File: src/sv/cft_pkg.sv
`default_nettype none

package cft_pkg;

    localparam int MAX_COLUMNS = 32;
    localparam int COL_W       = $clog2(MAX_COLUMNS + 1);
    localparam int OUT_COL_W   = 5;
    localparam int RESULT_CAP  = 32;
    localparam int LEN_SAT     = 5;
    localparam int TOKEN_COUNT = 6;
    localparam int QUEUE_DEPTH = 4;
    localparam int QPTR_W      = $clog2(QUEUE_DEPTH);
    localparam int QCNT_W      = $clog2(QUEUE_DEPTH + 1);

    localparam logic [7:0] CHAR_NEWLINE = 8'h0A;
    localparam logic [7:0] CHAR_QUOTE   = 8'h22;
    localparam logic [7:0] CHAR_COMMA   = 8'h2C;

    // Null tokens: empty, \N, NA, nan, None, NULL.
    localparam logic [7:0] TOK_TEXT [TOKEN_COUNT][4] = '{
        '{8'h00, 8'h00, 8'h00, 8'h00},
        '{8'h5C, 8'h4E, 8'h00, 8'h00},
        '{8'h4E, 8'h41, 8'h00, 8'h00},
        '{8'h6E, 8'h61, 8'h6E, 8'h00},
        '{8'h4E, 8'h6F, 8'h6E, 8'h65},
        '{8'h4E, 8'h55, 8'h4C, 8'h4C}
    };
    localparam logic [2:0] TOK_LEN [TOKEN_COUNT] = '{3'd0, 3'd2, 3'd2, 3'd3, 3'd4, 3'd4};

    typedef enum logic {
        KIND_CONTENT   = 1'b0,
        KIND_FIELD_END = 1'b1
    } t_kind;

    typedef struct packed {
        t_kind            kind;
        logic [7:0]       field_byte;
        logic [COL_W-1:0] column;
        logic             field_null;
        logic             header_row;
        logic             row_end;
        logic             pad;
        logic [COL_W-1:0] pad_last;
        logic [COL_W-1:0] limit;
    } t_cmd;

    typedef struct packed {
        logic header_seen;
        logic quoting;
        logic row_nonempty;
    } t_front_stat;

endpackage

`default_nettype wire

File: src/sv/cft_in_if.sv
`default_nettype none

interface cft_in_if;
    logic       valid;
    logic       ready;
    logic [7:0] data_byte;
    logic       flush;

    modport source (output valid, data_byte, flush, input ready);
    modport sink (input valid, data_byte, flush, output ready);
endinterface

`default_nettype wire

File: src/sv/cft_out_if.sv
`default_nettype none

interface cft_out_if;
    logic                           valid;
    logic                           ready;
    logic                           kind;
    logic [7:0]                     field_byte;
    logic [cft_pkg::OUT_COL_W-1:0]  column;
    logic                           field_null;
    logic                           header_row;
    logic                           row_end;
    logic                           last_of_run;

    modport source (output valid, kind, field_byte, column, field_null, header_row, row_end,
                    last_of_run, input ready);
    modport sink (input valid, kind, field_byte, column, field_null, header_row, row_end,
                  last_of_run, output ready);
endinterface

`default_nettype wire

File: src/sv/csv_field_tokenizer_top.sv
`default_nettype none

// Channel   Direction  Words
// i_in      in         one file byte or a flush marker
// o_out     out        one content byte or one field end
//
// The front end takes one byte every cycle while the command queue is not full.
// A byte that closes a data row with missing columns causes one word per missing
// field; the output stage sends one word a cycle while o_out is ready, and once the
// four-entry command queue has filled behind that row i_in stalls.
// Reset is synchronous and active low; no clearing pass is needed.
// i_in stalls only while the command queue is full; o_out may stall at any time.
module csv_field_tokenizer_top (
    input  wire logic i_clk,
    input  wire logic i_rst_n,
    cft_in_if.sink    i_in,
    cft_out_if.source o_out
);

    logic                  push;
    logic                  pop;
    logic                  full;
    logic                  empty;
    cft_pkg::t_cmd         cmd;
    cft_pkg::t_cmd         head;
    cft_pkg::t_front_stat  stat;

    cft_front u_front (
        .i_clk   (i_clk),
        .i_rst_n (i_rst_n),
        .i_in    (i_in),
        .i_full  (full),
        .o_push  (push),
        .o_cmd   (cmd),
        .o_stat  (stat)
    );

    cft_queue u_queue (
        .i_clk   (i_clk),
        .i_rst_n (i_rst_n),
        .i_push  (push),
        .i_cmd   (cmd),
        .i_pop   (pop),
        .o_full  (full),
        .o_empty (empty),
        .o_head  (head)
    );

    cft_back u_back (
        .i_clk   (i_clk),
        .i_rst_n (i_rst_n),
        .i_empty (empty),
        .i_head  (head),
        .o_pop   (pop),
        .o_out   (o_out)
    );

    a_content_single : assert property (@(posedge i_clk) disable iff (!i_rst_n)
        (o_out.valid && (o_out.kind == cft_pkg::KIND_CONTENT))
        |-> (o_out.last_of_run && !o_out.row_end && !o_out.field_null))
        else $error("content word must be a single result without field-end flags");

    a_end_no_byte : assert property (@(posedge i_clk) disable iff (!i_rst_n)
        (o_out.valid && (o_out.kind == cft_pkg::KIND_FIELD_END)) |-> (o_out.field_byte == 8'h00))
        else $error("field end word carries a byte");

    a_header_row_end_last : assert property (@(posedge i_clk) disable iff (!i_rst_n)
        (o_out.valid && o_out.header_row && o_out.row_end) |-> o_out.last_of_run)
        else $error("header row end is not the last word of its run");

    a_flush_clears : assert property (@(posedge i_clk) disable iff (!i_rst_n)
        (i_in.valid && i_in.ready && i_in.flush)
        |=> (!stat.header_seen && !stat.quoting && !stat.row_nonempty))
        else $error("flush did not return the parser to its initial state");

endmodule

`default_nettype wire

File: src/sv/cft_front.sv
`default_nettype none

module cft_front (
    input  wire logic                 i_clk,
    input  wire logic                 i_rst_n,
    cft_in_if.sink                    i_in,
    input  wire logic                 i_full,
    output logic                      o_push,
    output cft_pkg::t_cmd             o_cmd,
    output cft_pkg::t_front_stat      o_stat
);

    localparam int COL_W = cft_pkg::COL_W;

    logic                         r_quoting, n_quoting;
    logic                         r_quote_pending, n_quote_pending;
    logic                         r_row_nonempty, n_row_nonempty;
    logic                         r_header_seen, n_header_seen;
    logic [COL_W-1:0]             r_header_columns, n_header_columns;
    logic [COL_W-1:0]             r_current_column, n_current_column;
    logic [2:0]                   r_field_length, n_field_length;
    logic [cft_pkg::TOKEN_COUNT-1:0] r_null_match, n_null_match;

    logic                         accept;
    logic [COL_W-1:0]             lim;
    logic [COL_W-1:0]             c;
    logic [COL_W-1:0]             remaining;
    logic [COL_W-1:0]             pad_last;
    logic                         col_ok;
    logic                         last_col;
    logic                         is_null;
    logic [cft_pkg::TOKEN_COUNT-1:0] content_match;
    logic [2:0]                   len_inc;
    logic                         q;
    logic                         do_content;
    logic                         do_comma;
    logic                         do_end_row;
    logic [7:0]                   b;

    assign i_in.ready = !i_full;
    assign accept     = i_in.valid && !i_full;
    assign b          = i_in.data_byte;

    assign o_stat.header_seen  = r_header_seen;
    assign o_stat.quoting      = r_quoting;
    assign o_stat.row_nonempty = r_row_nonempty;

    always_comb begin
        lim      = r_header_seen ? r_header_columns : COL_W'(cft_pkg::MAX_COLUMNS);
        c        = r_current_column;
        col_ok   = c < lim;
        last_col = ({1'b0, c} + {{COL_W{1'b0}}, 1'b1}) == {1'b0, lim};
        remaining = lim - c;
        if (col_ok && (int'(remaining) > cft_pkg::RESULT_CAP)) begin
            pad_last = c + COL_W'(cft_pkg::RESULT_CAP - 1);
        end else begin
            pad_last = lim - {{(COL_W-1){1'b0}}, 1'b1};
        end
        is_null = 1'b0;
        content_match = r_null_match;
        for (int i = 0; i < cft_pkg::TOKEN_COUNT; i++) begin
            if (r_null_match[i] && (cft_pkg::TOK_LEN[i] == r_field_length)) begin
                is_null = 1'b1;
            end
            if ((r_field_length >= cft_pkg::TOK_LEN[i]) ||
                (cft_pkg::TOK_TEXT[i][r_field_length[1:0]] != b)) begin
                content_match[i] = 1'b0;
            end
        end
        len_inc = (r_field_length < 3'(cft_pkg::LEN_SAT)) ? r_field_length + 3'd1
                                                           : r_field_length;
    end

    always_comb begin
        n_quoting        = r_quoting;
        n_quote_pending  = r_quote_pending;
        n_row_nonempty   = r_row_nonempty;
        n_header_seen    = r_header_seen;
        n_header_columns = r_header_columns;
        n_current_column = r_current_column;
        n_field_length   = r_field_length;
        n_null_match     = r_null_match;
        do_content = 1'b0;
        do_comma   = 1'b0;
        do_end_row = 1'b0;
        q          = r_quoting;
        o_push     = 1'b0;
        o_cmd      = '0;
        o_cmd.header_row = !r_header_seen;
        o_cmd.limit      = lim;
        o_cmd.column     = c;
        o_cmd.pad_last   = pad_last;

        if (accept) begin
            if (i_in.flush) begin
                do_end_row = r_row_nonempty;
            end else if (b == cft_pkg::CHAR_NEWLINE) begin
                do_end_row = r_row_nonempty || !r_header_seen;
            end else begin
                n_row_nonempty = 1'b1;
                if (r_quote_pending && (b == cft_pkg::CHAR_QUOTE)) begin
                    n_quote_pending = 1'b0;
                    do_content      = 1'b1;
                end else begin
                    if (r_quote_pending) begin
                        n_quote_pending = 1'b0;
                        n_quoting       = 1'b0;
                        q               = 1'b0;
                    end
                    if (b == cft_pkg::CHAR_QUOTE) begin
                        if (q) begin
                            n_quote_pending = 1'b1;
                        end else begin
                            n_quoting = 1'b1;
                        end
                    end else if ((b == cft_pkg::CHAR_COMMA) && !q) begin
                        do_comma = 1'b1;
                    end else begin
                        do_content = 1'b1;
                    end
                end
            end
        end

        if (do_content) begin
            o_push           = col_ok;
            o_cmd.kind       = cft_pkg::KIND_CONTENT;
            o_cmd.field_byte = b;
            n_null_match     = content_match;
            n_field_length   = len_inc;
        end

        if (do_comma) begin
            o_push           = col_ok;
            o_cmd.kind       = cft_pkg::KIND_FIELD_END;
            o_cmd.field_null = is_null;
            o_cmd.row_end    = last_col;
            if (col_ok) begin
                n_current_column = c + {{(COL_W-1){1'b0}}, 1'b1};
            end
            n_field_length = '0;
            n_null_match   = '1;
        end

        if (do_end_row) begin
            o_push           = col_ok;
            o_cmd.kind       = cft_pkg::KIND_FIELD_END;
            o_cmd.field_null = is_null;
            if (!r_header_seen) begin
                o_cmd.row_end    = 1'b1;
                n_header_columns = col_ok ? c + {{(COL_W-1){1'b0}}, 1'b1} : lim;
                n_header_seen    = 1'b1;
            end else begin
                o_cmd.row_end = last_col;
                o_cmd.pad     = c < pad_last;
            end
            n_quoting        = 1'b0;
            n_quote_pending  = 1'b0;
            n_row_nonempty   = 1'b0;
            n_current_column = '0;
            n_field_length   = '0;
            n_null_match     = '1;
        end

        if (accept && i_in.flush) begin
            n_quoting        = 1'b0;
            n_quote_pending  = 1'b0;
            n_row_nonempty   = 1'b0;
            n_header_seen    = 1'b0;
            n_header_columns = '0;
            n_current_column = '0;
            n_field_length   = '0;
            n_null_match     = '1;
        end
    end

    always_ff @(posedge i_clk) begin
        if (!i_rst_n) begin
            r_quoting        <= 1'b0;
            r_quote_pending  <= 1'b0;
            r_row_nonempty   <= 1'b0;
            r_header_seen    <= 1'b0;
            r_header_columns <= '0;
            r_current_column <= '0;
            r_field_length   <= '0;
            r_null_match     <= '1;
        end else begin
            r_quoting        <= n_quoting;
            r_quote_pending  <= n_quote_pending;
            r_row_nonempty   <= n_row_nonempty;
            r_header_seen    <= n_header_seen;
            r_header_columns <= n_header_columns;
            r_current_column <= n_current_column;
            r_field_length   <= n_field_length;
            r_null_match     <= n_null_match;
        end
    end

endmodule

`default_nettype wire

File: src/sv/cft_queue.sv
`default_nettype none

module cft_queue (
    input  wire logic           i_clk,
    input  wire logic           i_rst_n,
    input  wire logic           i_push,
    input  wire cft_pkg::t_cmd  i_cmd,
    input  wire logic           i_pop,
    output logic                o_full,
    output logic                o_empty,
    output cft_pkg::t_cmd       o_head
);

    localparam int QPTR_W = cft_pkg::QPTR_W;
    localparam int QCNT_W = cft_pkg::QCNT_W;

    cft_pkg::t_cmd    r_mem [cft_pkg::QUEUE_DEPTH];
    logic [QPTR_W-1:0] r_wr_ptr, n_wr_ptr;
    logic [QPTR_W-1:0] r_rd_ptr, n_rd_ptr;
    logic [QCNT_W-1:0] r_count, n_count;

    assign o_full  = r_count == QCNT_W'(cft_pkg::QUEUE_DEPTH);
    assign o_empty = r_count == '0;
    assign o_head  = r_mem[r_rd_ptr];

    always_comb begin
        n_wr_ptr = i_push ? r_wr_ptr + {{(QPTR_W-1){1'b0}}, 1'b1} : r_wr_ptr;
        n_rd_ptr = i_pop ? r_rd_ptr + {{(QPTR_W-1){1'b0}}, 1'b1} : r_rd_ptr;
        n_count  = r_count;
        if (i_push && !i_pop) begin
            n_count = r_count + {{(QCNT_W-1){1'b0}}, 1'b1};
        end else if (!i_push && i_pop) begin
            n_count = r_count - {{(QCNT_W-1){1'b0}}, 1'b1};
        end
    end

    always_ff @(posedge i_clk) begin
        if (i_push) begin
            r_mem[r_wr_ptr] <= i_cmd;
        end
    end

    always_ff @(posedge i_clk) begin
        if (!i_rst_n) begin
            r_wr_ptr <= '0;
            r_rd_ptr <= '0;
            r_count  <= '0;
        end else begin
            r_wr_ptr <= n_wr_ptr;
            r_rd_ptr <= n_rd_ptr;
            r_count  <= n_count;
        end
    end

endmodule

`default_nettype wire

File: src/sv/cft_back.sv
`default_nettype none

module cft_back (
    input  wire logic           i_clk,
    input  wire logic           i_rst_n,
    input  wire logic           i_empty,
    input  wire cft_pkg::t_cmd  i_head,
    output logic                o_pop,
    cft_out_if.source           o_out
);

    localparam int COL_W     = cft_pkg::COL_W;
    localparam int OUT_COL_W = cft_pkg::OUT_COL_W;

    logic                 r_valid, n_valid;
    logic                 r_busy, n_busy;
    logic [COL_W-1:0]     r_col, n_col;
    logic                 r_kind;
    logic [7:0]           r_field_byte;
    logic [OUT_COL_W-1:0] r_column;
    logic                 r_field_null;
    logic                 r_header_row;
    logic                 r_row_end;
    logic                 r_last;

    logic                 load;
    logic                 produce;
    logic [COL_W-1:0]     cur_col;
    logic                 res_kind;
    logic [7:0]           res_byte;
    logic                 res_null;
    logic                 res_row_end;
    logic                 res_last;

    assign o_out.valid       = r_valid;
    assign o_out.kind        = r_kind;
    assign o_out.field_byte  = r_field_byte;
    assign o_out.column      = r_column;
    assign o_out.field_null  = r_field_null;
    assign o_out.header_row  = r_header_row;
    assign o_out.row_end     = r_row_end;
    assign o_out.last_of_run = r_last;

    always_comb begin
        load    = !r_valid || o_out.ready;
        produce = load && !i_empty;
        cur_col = r_busy ? r_col : i_head.column;
        if (r_busy) begin
            res_kind    = cft_pkg::KIND_FIELD_END;
            res_byte    = '0;
            res_null    = 1'b1;
            res_row_end = ({1'b0, r_col} + {{COL_W{1'b0}}, 1'b1}) == {1'b0, i_head.limit};
            res_last    = r_col == i_head.pad_last;
        end else begin
            res_kind    = i_head.kind;
            res_byte    = i_head.field_byte;
            res_null    = i_head.field_null;
            res_row_end = i_head.row_end;
            res_last    = !i_head.pad;
        end
        o_pop   = produce && res_last;
        n_valid = load ? produce : r_valid;
        n_busy  = r_busy;
        n_col   = r_col;
        if (produce) begin
            n_busy = !res_last;
            n_col  = cur_col + {{(COL_W-1){1'b0}}, 1'b1};
        end
    end

    always_ff @(posedge i_clk) begin
        if (!i_rst_n) begin
            r_valid <= 1'b0;
            r_busy  <= 1'b0;
            r_col   <= '0;
        end else begin
            r_valid <= n_valid;
            r_busy  <= n_busy;
            r_col   <= n_col;
        end
    end

    always_ff @(posedge i_clk) begin
        if (produce) begin
            r_kind       <= res_kind;
            r_field_byte <= res_byte;
            r_column     <= cur_col[OUT_COL_W-1:0];
            r_field_null <= res_null;
            r_header_row <= i_head.header_row;
            r_row_end    <= res_row_end;
            r_last       <= res_last;
        end
    end

endmodule

`default_nettype wire
File: src/flat_wrapper.sv
// flat-port wrapper written by rule: the top's interface ports become plain ports
module csv_field_tokenizer_top_flat 
  (i_clk, i_rst_n, i_in_valid, i_in_data_byte, i_in_flush, i_in_ready, o_out_valid, o_out_kind, o_out_field_byte, o_out_column, o_out_field_null, o_out_header_row, o_out_row_end, o_out_last_of_run, o_out_ready);
  cft_in_if i_in_i ();
  cft_out_if o_out_i ();
  input  wire logic i_clk;
  input  wire logic i_rst_n;
  input wire logic [$bits(i_in_i.valid)-1:0] i_in_valid;
  input wire logic [$bits(i_in_i.data_byte)-1:0] i_in_data_byte;
  input wire logic [$bits(i_in_i.flush)-1:0] i_in_flush;
  output wire logic [$bits(i_in_i.ready)-1:0] i_in_ready;
  output wire logic [$bits(o_out_i.valid)-1:0] o_out_valid;
  output wire logic [$bits(o_out_i.kind)-1:0] o_out_kind;
  output wire logic [$bits(o_out_i.field_byte)-1:0] o_out_field_byte;
  output wire logic [$bits(o_out_i.column)-1:0] o_out_column;
  output wire logic [$bits(o_out_i.field_null)-1:0] o_out_field_null;
  output wire logic [$bits(o_out_i.header_row)-1:0] o_out_header_row;
  output wire logic [$bits(o_out_i.row_end)-1:0] o_out_row_end;
  output wire logic [$bits(o_out_i.last_of_run)-1:0] o_out_last_of_run;
  input wire logic [$bits(o_out_i.ready)-1:0] o_out_ready;
  assign i_in_i.valid = i_in_valid;
  assign i_in_i.data_byte = i_in_data_byte;
  assign i_in_i.flush = i_in_flush;
  assign i_in_ready = i_in_i.ready;
  assign o_out_valid = o_out_i.valid;
  assign o_out_kind = o_out_i.kind;
  assign o_out_field_byte = o_out_i.field_byte;
  assign o_out_column = o_out_i.column;
  assign o_out_field_null = o_out_i.field_null;
  assign o_out_header_row = o_out_i.header_row;
  assign o_out_row_end = o_out_i.row_end;
  assign o_out_last_of_run = o_out_i.last_of_run;
  assign o_out_i.ready = o_out_ready;
  csv_field_tokenizer_top u_core (.i_clk(i_clk), .i_rst_n(i_rst_n), .i_in(i_in_i), .o_out(o_out_i));
endmodule
File: config.mk
export PLATFORM = sky130hd
export DESIGN_NAME = csv_field_tokenizer_top_flat
export DESIGN_NICKNAME = d
export VERILOG_FILES = /design/src/sv/cft_pkg.sv /design/src/sv/cft_in_if.sv /design/src/sv/cft_out_if.sv /design/src/sv/csv_field_tokenizer_top.sv /design/src/sv/cft_front.sv /design/src/sv/cft_queue.sv /design/src/sv/cft_back.sv /design/src/flat_wrapper.sv
export SDC_FILE = /design/constraint.sdc
export NUM_CORES = 1
export LEC_CHECK = 0
export ABC_AREA = 1
export BUFFER_PORTS_ARGS = -buffer_cell sky130_fd_sc_hd__buf_2
export CELL_PAD_IN_SITES_DETAIL_PLACEMENT = 1
export CELL_PAD_IN_SITES_GLOBAL_PLACEMENT = 1
export CORE_ASPECT_RATIO = 0.9
export CORE_MARGIN = 8
export CORE_UTILIZATION = 53
export CTS_CLUSTER_DIAMETER = 100
export CTS_CLUSTER_SIZE = 40
export DETAILED_ROUTE_END_ITERATION = 10
export HOLD_SLACK_MARGIN = 0.05
export PLACE_DENSITY_LB_ADDON = 0.1
export SETUP_SLACK_MARGIN = 0.2
export SLEW_MARGIN = 5
export SYNTH_ARGS = -nofsm -noshare
export SYNTH_HDL_FRONTEND = slang
export SYNTH_SLANG_ARGS = --single-unit
File: constraint.sdc
create_clock -name i_clk -period 8.1 [get_ports i_clk]
set_input_delay 1.62 -clock i_clk [delete_from_list [all_inputs] [get_ports i_clk]]
set_output_delay 1.62 -clock i_clk [all_outputs]
set_load 0.02 [all_outputs]
# Yosys cells after proc, flatten, opt, wreduce, memory -nomap -nowiden
# Memories as Yosys holds them, arrays and structs flattened. A register that Yosys moved wholly into a read port is not among the register bits.
# Index checks and enable logic that the tools add are counted.
[classes] order_cmp=9 add_sub_neg=12 n_bitwise=6 n_div=0 n_eq_ne=16 muxes=73 reduce_logical=49 n_mul=0 shift=0
[ops] op="two-way mux 8 bit" n=13
[ops] op="binary-select mux 8 bit (select 2 bit)" n=6
[ops] op="inequality test 8 bit" n=6
[ops] op="two-way mux 1 bit" n=45
[ops] op="two-way mux 6 bit" n=4
[ops] op="AND reduction 2 bit" n=9
[ops] op="== test 8 x 6 -> 1 bit (second input constant)" n=2
[ops] op="logical AND 1 bit" n=15
[ops] op="adder 6 x 1 -> 7 bit (second input constant)" n=2
[ops] op="== test 7 x 6 -> 1 bit" n=2
[ops] op="adder 6 x 1 -> 6 bit (second input constant)" n=2
[ops] op="< comparator 6 bit" n=2
[ops] op="zero test 1 bit" n=9
[ops] op="== test 8 x 4 -> 1 bit (second input constant)" n=1
[ops] op="logical OR 1 bit" n=8
[ops] op="adder 3 x 1 -> 3 bit (second input constant)" n=2
[ops] op="adder 6 x 5 -> 6 bit (second input constant)" n=1
[ops] op="== test 2 x 3 -> 1 bit (first input constant)" n=2
[ops] op="== test 6 bit" n=1
[ops] op="greater-or-equal comparator 3 x 2 -> 1 bit (second input constant)" n=2
[ops] op="greater-or-equal comparator 3 bit (second input constant)" n=2
[ops] op="greater-than comparator 6 bit (second input constant)" n=1
[ops] op="zero test 3 bit" n=2
[ops] op="two-way mux 2 bit" n=3
[ops] op="other kinds (17)" n=23
[totals] ramBits=124 word_cells=192 n_memories=1 out_inout_bits=20 in_bits=13 mem_bits_ro=0 reg_bits=58 latchBits=0
[mem_list] name="u_core.u_queue.r_mem" depth=4 word_bits=31 read_ports=1 rd_clocked_by_memory_dff=1 wr=1 line_no="cft_queue.sv:17" text="cft_pkg::t_cmd r_mem [cft_pkg::QUEUE_DEPTH];"

# Depth between registers and ports, before layout
[depth] ltp_word=21 mapped_depth=23 mapped_depth_nobuf=22

# Modules after synthesis
# Synthesis repeated with hierarchy kept, for this count alone.
[unflattened] cells_unflattened=921 area_unflattened_um2=9038.7
[modules_own_cells] module="cft_queue" cells_each=358 instances=1 seq_area_each_um2=3903.7 area_each_um2=5083.6
[modules_own_cells] module="cft_front" cells_each=377 instances=1 seq_area_each_um2=500.5 area_each_um2=2476.1
[modules_own_cells] module="cft_back" cells_each=186 instances=1 seq_area_each_um2=700.7 area_each_um2=1478.9

# Least setup slack after synthesis
# OpenSTA, ideal clock, no wires.
[synth_path] path_type="in2reg" from="in i_in_data_byte[1]" to="mem u_core.u_queue.r_mem[0][0] (netlist bit) (enable)" n_path_buf=1 required_time_ns=7.681 path_stages=8 setup_time_ns=0.419 path_slack_ns=3.822 arrival_time_ns=3.859 cell_sequence="buf_2 > nand4_1 > nor3b_2 > nor2_1 > nand2_2 > o21ai_2 > o21ai_4 > nor2_1"
[synth_via] elab_chain_len=13 elab_cells_between_ends=25 classes_between="eq/ne: 3; mux: 20; reduce/logical: 2"
[synth_lines] item="from (decl)" line_no="flat_wrapper.sv:9" text="input wire logic [$bits(i_in_i.data_byte)-1:0] i_in_data_byte;"
[synth_lines] item="== test 8 x 6 -> 1 bit" line_no="cft_front.sv:116" text="end else if ((b == cft_pkg::CHAR_COMMA) && !q) begin"
[synth_lines] item="logical AND 1 bit" line_no="cft_front.sv:116"
[synth_lines] item="two-way mux 1 bit" line_no="cft_front.sv:116"
[synth_lines] item="two-way mux 1 bit" line_no="cft_front.sv:110" text="if (b == cft_pkg::CHAR_QUOTE) begin"
[synth_lines] item="two-way mux 1 bit" line_no="cft_front.sv:101" text="if (r_quote_pending && (b == cft_pkg::CHAR_QUOTE)) begin"
[synth_lines] item="two-way mux 1 bit" line_no="cft_front.sv:97" text="end else if (b == cft_pkg::CHAR_NEWLINE) begin"
[synth_lines] item="two-way mux 1 bit" line_no="cft_front.sv:95" text="if (i_in.flush) begin"
[synth_lines] item="two-way mux 1 bit" line_no="cft_front.sv:94" text="if (accept) begin"
[synth_lines] item="two-way mux 1 bit" line_no="cft_front.sv:125" text="if (do_content) begin"
[synth_lines] item="two-way mux 1 bit" line_no="cft_front.sv:133" text="if (do_comma) begin"
[synth_lines] item="two-way mux 1 bit *" line_no="cft_front.sv:145" text="if (do_end_row) begin"
[synth_lines] item="two-way mux 1 bit *" line_no="cft_queue.sv:38" text="if (i_push) begin"
[synth_lines] item="two-way mux 1 bit (not written as such) *" line_no="cft_queue.sv:39" text="r_mem[r_wr_ptr] <= i_cmd;"
[synth_lines] item="to (decl)" line_no="cft_queue.sv:17"
# Every way passes the cells marked *; elsewhere a longest branch is shown, timed or not.

==> run summary <==
The flow ran to the end, and the final reports show no timing, DRC or antenna violations. Clock tree synthesis selected as its root buffer the cell clkbuf_16. From synthesis to final layout, the design area changed by 10.35%.

Setup violations remaining at the end of the flow were counted as 0. The average wire per cell in the routed design was 21.41 um. Number of buffers added to fix hold violations after cts: 0.

Origin of the worst min-delay path: u_core.u_front.r_null_match[1]. The worst slew margin relative to its limit was 0.4343; the largest voltage drop on the vdd net was 348.1 uV. Mapped cell area: 0.008797 mm2.

The kind of end point of the critical path is a flip-flop. The vertical die dimension was 138.2 um. The wire length of the first global-routing pass is 38,620 um, and the count of instances resized after the clock tree is built is 0. The post-synthesis sequential element count came out at 184.

The number of detailed-routing iterations run before antenna repair came out at 5. Dividing the detail-routed via count by the number of cells gives 5.782. The final global-route overflow total was 0; the core outline area was 0.01619 mm2. Count of buffers inserted at the top-level ports: 32. The run gives 16,000 um as the sum of net half-perimeters after detailed placement. On the critical path, the stage with the largest delay is an instance of dfxtp_1. For the worst flop-to-flop path, the logic depth is 18. The worst path in the final design needs a cycle of 3987 ps, including I/O delays and setup. The worst hold path was traced through 2 stages. The worst register-to-register path ends at u_core.u_queue.r_mem[2][12].

The die is 151.8 um wide. The number of nets produced by synthesis is 930, and the sequential area share after synthesis is 0.5803. Leading register cell type out of synthesis: edfxtp_1. The logs give 1,802 for the number of fillers in the final layout and 184 for the number of clock sinks seen by CTS. The number of antenna violations at the first check in global routing was 1.

The data arrival time of the critical path was 4210 ps. For the via count of the first global-routing pass, the log shows 7,063. The tools report the final hold violation count as 0. The worst setup slack after placement is 3871 ps. The tools report the maximum level of the CTS H-tree as 4. Along the worst path, the maximum fanout reaches 10.

For the final net count, the log shows 960. The setup path with the least slack is of type flip-flop to flip-flop. The register-to-register setup slack came out at 4110 ps. By area the synthesized netlist is led by edfxtp_1, dfxtp_1, nand2_1. The number of remaining DRC errors is 0. The top-area cell type share of the netlist area is 0.4847, and the sequential cell area is 0.005106 mm2. Buffers inserted during clock tree synthesis total 17.

Counting flops with a built-in enable in the synthesized netlist gives 142. For the final database, setup skew stands at 14.45 ps. The share of synthesized flip-flops with an asynchronous set or reset was 0; the number of placed I/O pins was 33. The tools report the total via count after detailed routing as 6,609.

The count of nets left with antenna violations once routing finished came out at 0. The path with the worst hold slack has its endpoint at u_core.u_front.r_null_match[1]. The logs give 2 for the maximum root-to-sink buffer count and 0 for the count of inserted antenna diode cells. The worst path meets setup with 4113 ps of slack. Summed over all cells, the static leakage comes to 3.921 nW. For the worst-skew pair, the clock arrives at the later sink with an insertion delay of 440 ps. The run gives 65 as the largest net degree at the start of global routing.

In this run the worst hold path is classified as flip-flop to flip-flop. In this run the core area contains 44 standard-cell rows. The initial core utilization came out at 0.5435.

The startpoint identified for the worst register-to-register timing path is u_core.u_front.r_header_seen. Setup repair after global routing left no endpoint under its margin. For the final routed database, the setup TNS stands at 0 ps.

The post-route clock period utilization came out at 0.4922. The startpoint kind of the worst setup timing path is a flip-flop. TritonCTS built the clock tree. The logs give 24,470 um for the routed wire length and 51 for the count of unique library cells instantiated by Yosys.

The multi-input combinational cells in the finished layout cover a total of 0.003163 mm2. The total count of max-transition violations in the final report is 0. The fraction of layout cells with a size suffix above 1 is 0.1464, and the number of cells produced by synthesis is 893. Critical path's largest stage delay: 600 ps. The synthesized area divided by synthesized cell count is 9.851 um2, and the clock-pin slew of the registers on the worst-case setup and hold paths is 70 ps. Traced cell by cell, the critical path runs through inv_1 > or2_2 > ha_1 > nand2_1 > inv_1 > nand3_2 > nand3_2 > nand2_2 > nor2_4 > nand3_4 > clkinv_4 > nand3_1 > o21ai_2 > inv_2 > ha_1 > a21oi_1 > o2111ai_1 > a21oi_2.

At the worst endpoint, the required time is 8330 ps. For the pin with the worst max-slew slack, the measured transition is 847.4 ps. The fmax was 250.8 MHz; the number of warnings reported in the yosys synthesis log was 0. The logs give 0 for the post-CTS repair timing setup buffer count and 0.2341 for the total global routing track utilization. At the end of routability-driven placement, the weighted congestion stood at 0.8330. The cell area power density works out to 320.7 mW/mm2. Max-cap violations in this run came to 0. The biggest area contributor in the post-synthesis netlist is edfxtp_1.

The DRC marker count from the first detailed-route iteration is 431. The floorplan step defined a die boundary enclosing 0.02098 mm2.
==> power breakdown <==
group          leakage [nW]  switching (mW)  internal (mW)
sequential             1.65          0.0782           1.20
combinational          1.99           0.719          0.283
clock                 0.284           0.355          0.483
total                  3.92            1.15           1.96
==> flip-flops by register name (all words and copies together) (netlist names), 2 cells and up, named ones only <==
register                         flops
u_core.u_front.r_field_length        3
u_core.u_queue.r_wr_ptr              2
u_core.u_queue.r_rd_ptr              2
u_core.u_back.o_out.field_byte       8
u_core.u_back.o_out.column           5
u_core.u_front.c                     6
u_core.u_back.r_col                  6
u_core.u_queue.r_mem               124
u_core.u_front.r_header_columns      6
u_core.u_queue.r_count               3
u_core.u_front.r_null_match          6
==> stage by stage <==
step	utilization	hold WS (ps)	std cells	cell area, um2	power [mW]
6_report	0.5998	460.4	1143	9708	3.114
5_1_grt	0.5998	483.3	1143	9708	3.258
4_1_cts	0.5998	465.6	1143	9708	3.125
3_5_place_dp	0.5637	447.6	1111	9124	2.265
3_3_place_gp	0.5637	438.5	1111	9124	2.192
2_1_floorplan	-	418.7	893	8797	1.967
==> synth_stat cells, drive strengths merged (2+ instances only) <==
| master | n |
|---|---|
| nand2 | 158 |
| edfxtp | 142 |
| nor2 | 129 |
| o21ai | 99 |
| inv | 97 |
| a21oi | 49 |
| dfxtp | 42 |
| nand3 | 37 |
| xor2 | 26 |
| ha | 23 |
| buf | 20 |
| o22ai | 10 |
| clkbuf | 9 |
| nor3 | 9 |
| nand4 | 7 |
| a31oi | 4 |
| nor4 | 4 |
| xnor2 | 4 |
| a211oi | 3 |
| o211ai | 3 |
| a32o | 2 |
| nor3b | 2 |
| o2111ai | 2 |
| o221ai | 2 |
| or2 | 2 |
==> worst max-delay path by stage <==
stage / start / end / slack, ps / cells after the start
5_1_grt: u_core.u_front.r_header_seen / u_core.u_queue.r_mem[0][12] / 3830 / 18
6_report: u_core.u_front.r_header_seen / u_core.u_queue.r_mem[2][12] / 4110 / 18
3_3_place_gp: i_in_data_byte[7] / u_core.u_queue.r_count[1] / 4050 / 14
2_1_floorplan: i_in_data_byte[1] / u_core.u_queue.r_mem[0][0] / 3820 / 8
3_5_place_dp: i_in_data_byte[7] / u_core.u_queue.r_count[2] / 3870 / 17
4_1_cts: u_core.u_front.r_header_seen / u_core.u_queue.r_mem[2][12] / 4160 / 18
==> cell families after synthesis <==
group / count (synthesis) / share of synthesized area
AO/OA/AOI/OAI: 180 / 0.1185
XOR/XNOR: 30 / 0.02987
adder cells (fa/ha/maj): 24 / 0.03499
buffers and inverters: 127 / 0.06130
flip-flops: 184 / 0.5803
AND/OR/NAND/NOR: 348 / 0.1751
==> worst max-delay path, delay by kind of cell (launching register included) <==
| family | cells | cell delay [ps] |
|---|---|---|
| simple gates | 8 | 1080 |
| fa+ha+maj | 2 | 700 |
| flops | 1 | 600 |
| buf+inv | 4 | 580 |
| compound gates | 4 | 820 |
==> layer usage <==
metal,up-vias,part of all wire,global-route usage
li1,3082,-,-
met1,3301,0.42,0.2851
met2,179,0.51,0.4032
met3,45,0.051,0.04372
met4,2,0.023,0.09214
met5,-,0.00053,0
==> layout by cell type (no fill, tap or decap), types with 7 or more instances in the layout <==
cell / synthesis / layout
a21oi_1: 48 / 48
buf_2: 11 / 32
buf_4: 5 / 8
clkbuf_16: 0 / 17
dfxtp_1: 42 / 41
edfxtp_1: 142 / 142
ha_1: 23 / 23
inv_1: 78 / 78
inv_2: 18 / 18
nand2_1: 148 / 148
nand2_2: 7 / 7
nand3_1: 31 / 31
nand4_1: 7 / 7
nor2_1: 122 / 118
nor2_2: 3 / 7
nor3_1: 8 / 8
o21ai_0: 75 / 75
o21ai_1: 11 / 11
o21ai_2: 12 / 12
o22ai_1: 10 / 10
xor2_1: 26 / 26
==> layout make-up <==
cell class	count	share of cell area
clock buffer	19	0.04459
clock inverter	13	0.01559
inverter	98	0.03866
multi-input combinational	582	0.3258
sequential	184	0.5260
tap	207	0.02668
timing repair buffer	40	0.02268
Note: power is estimated with default switching activity, not from simulation.
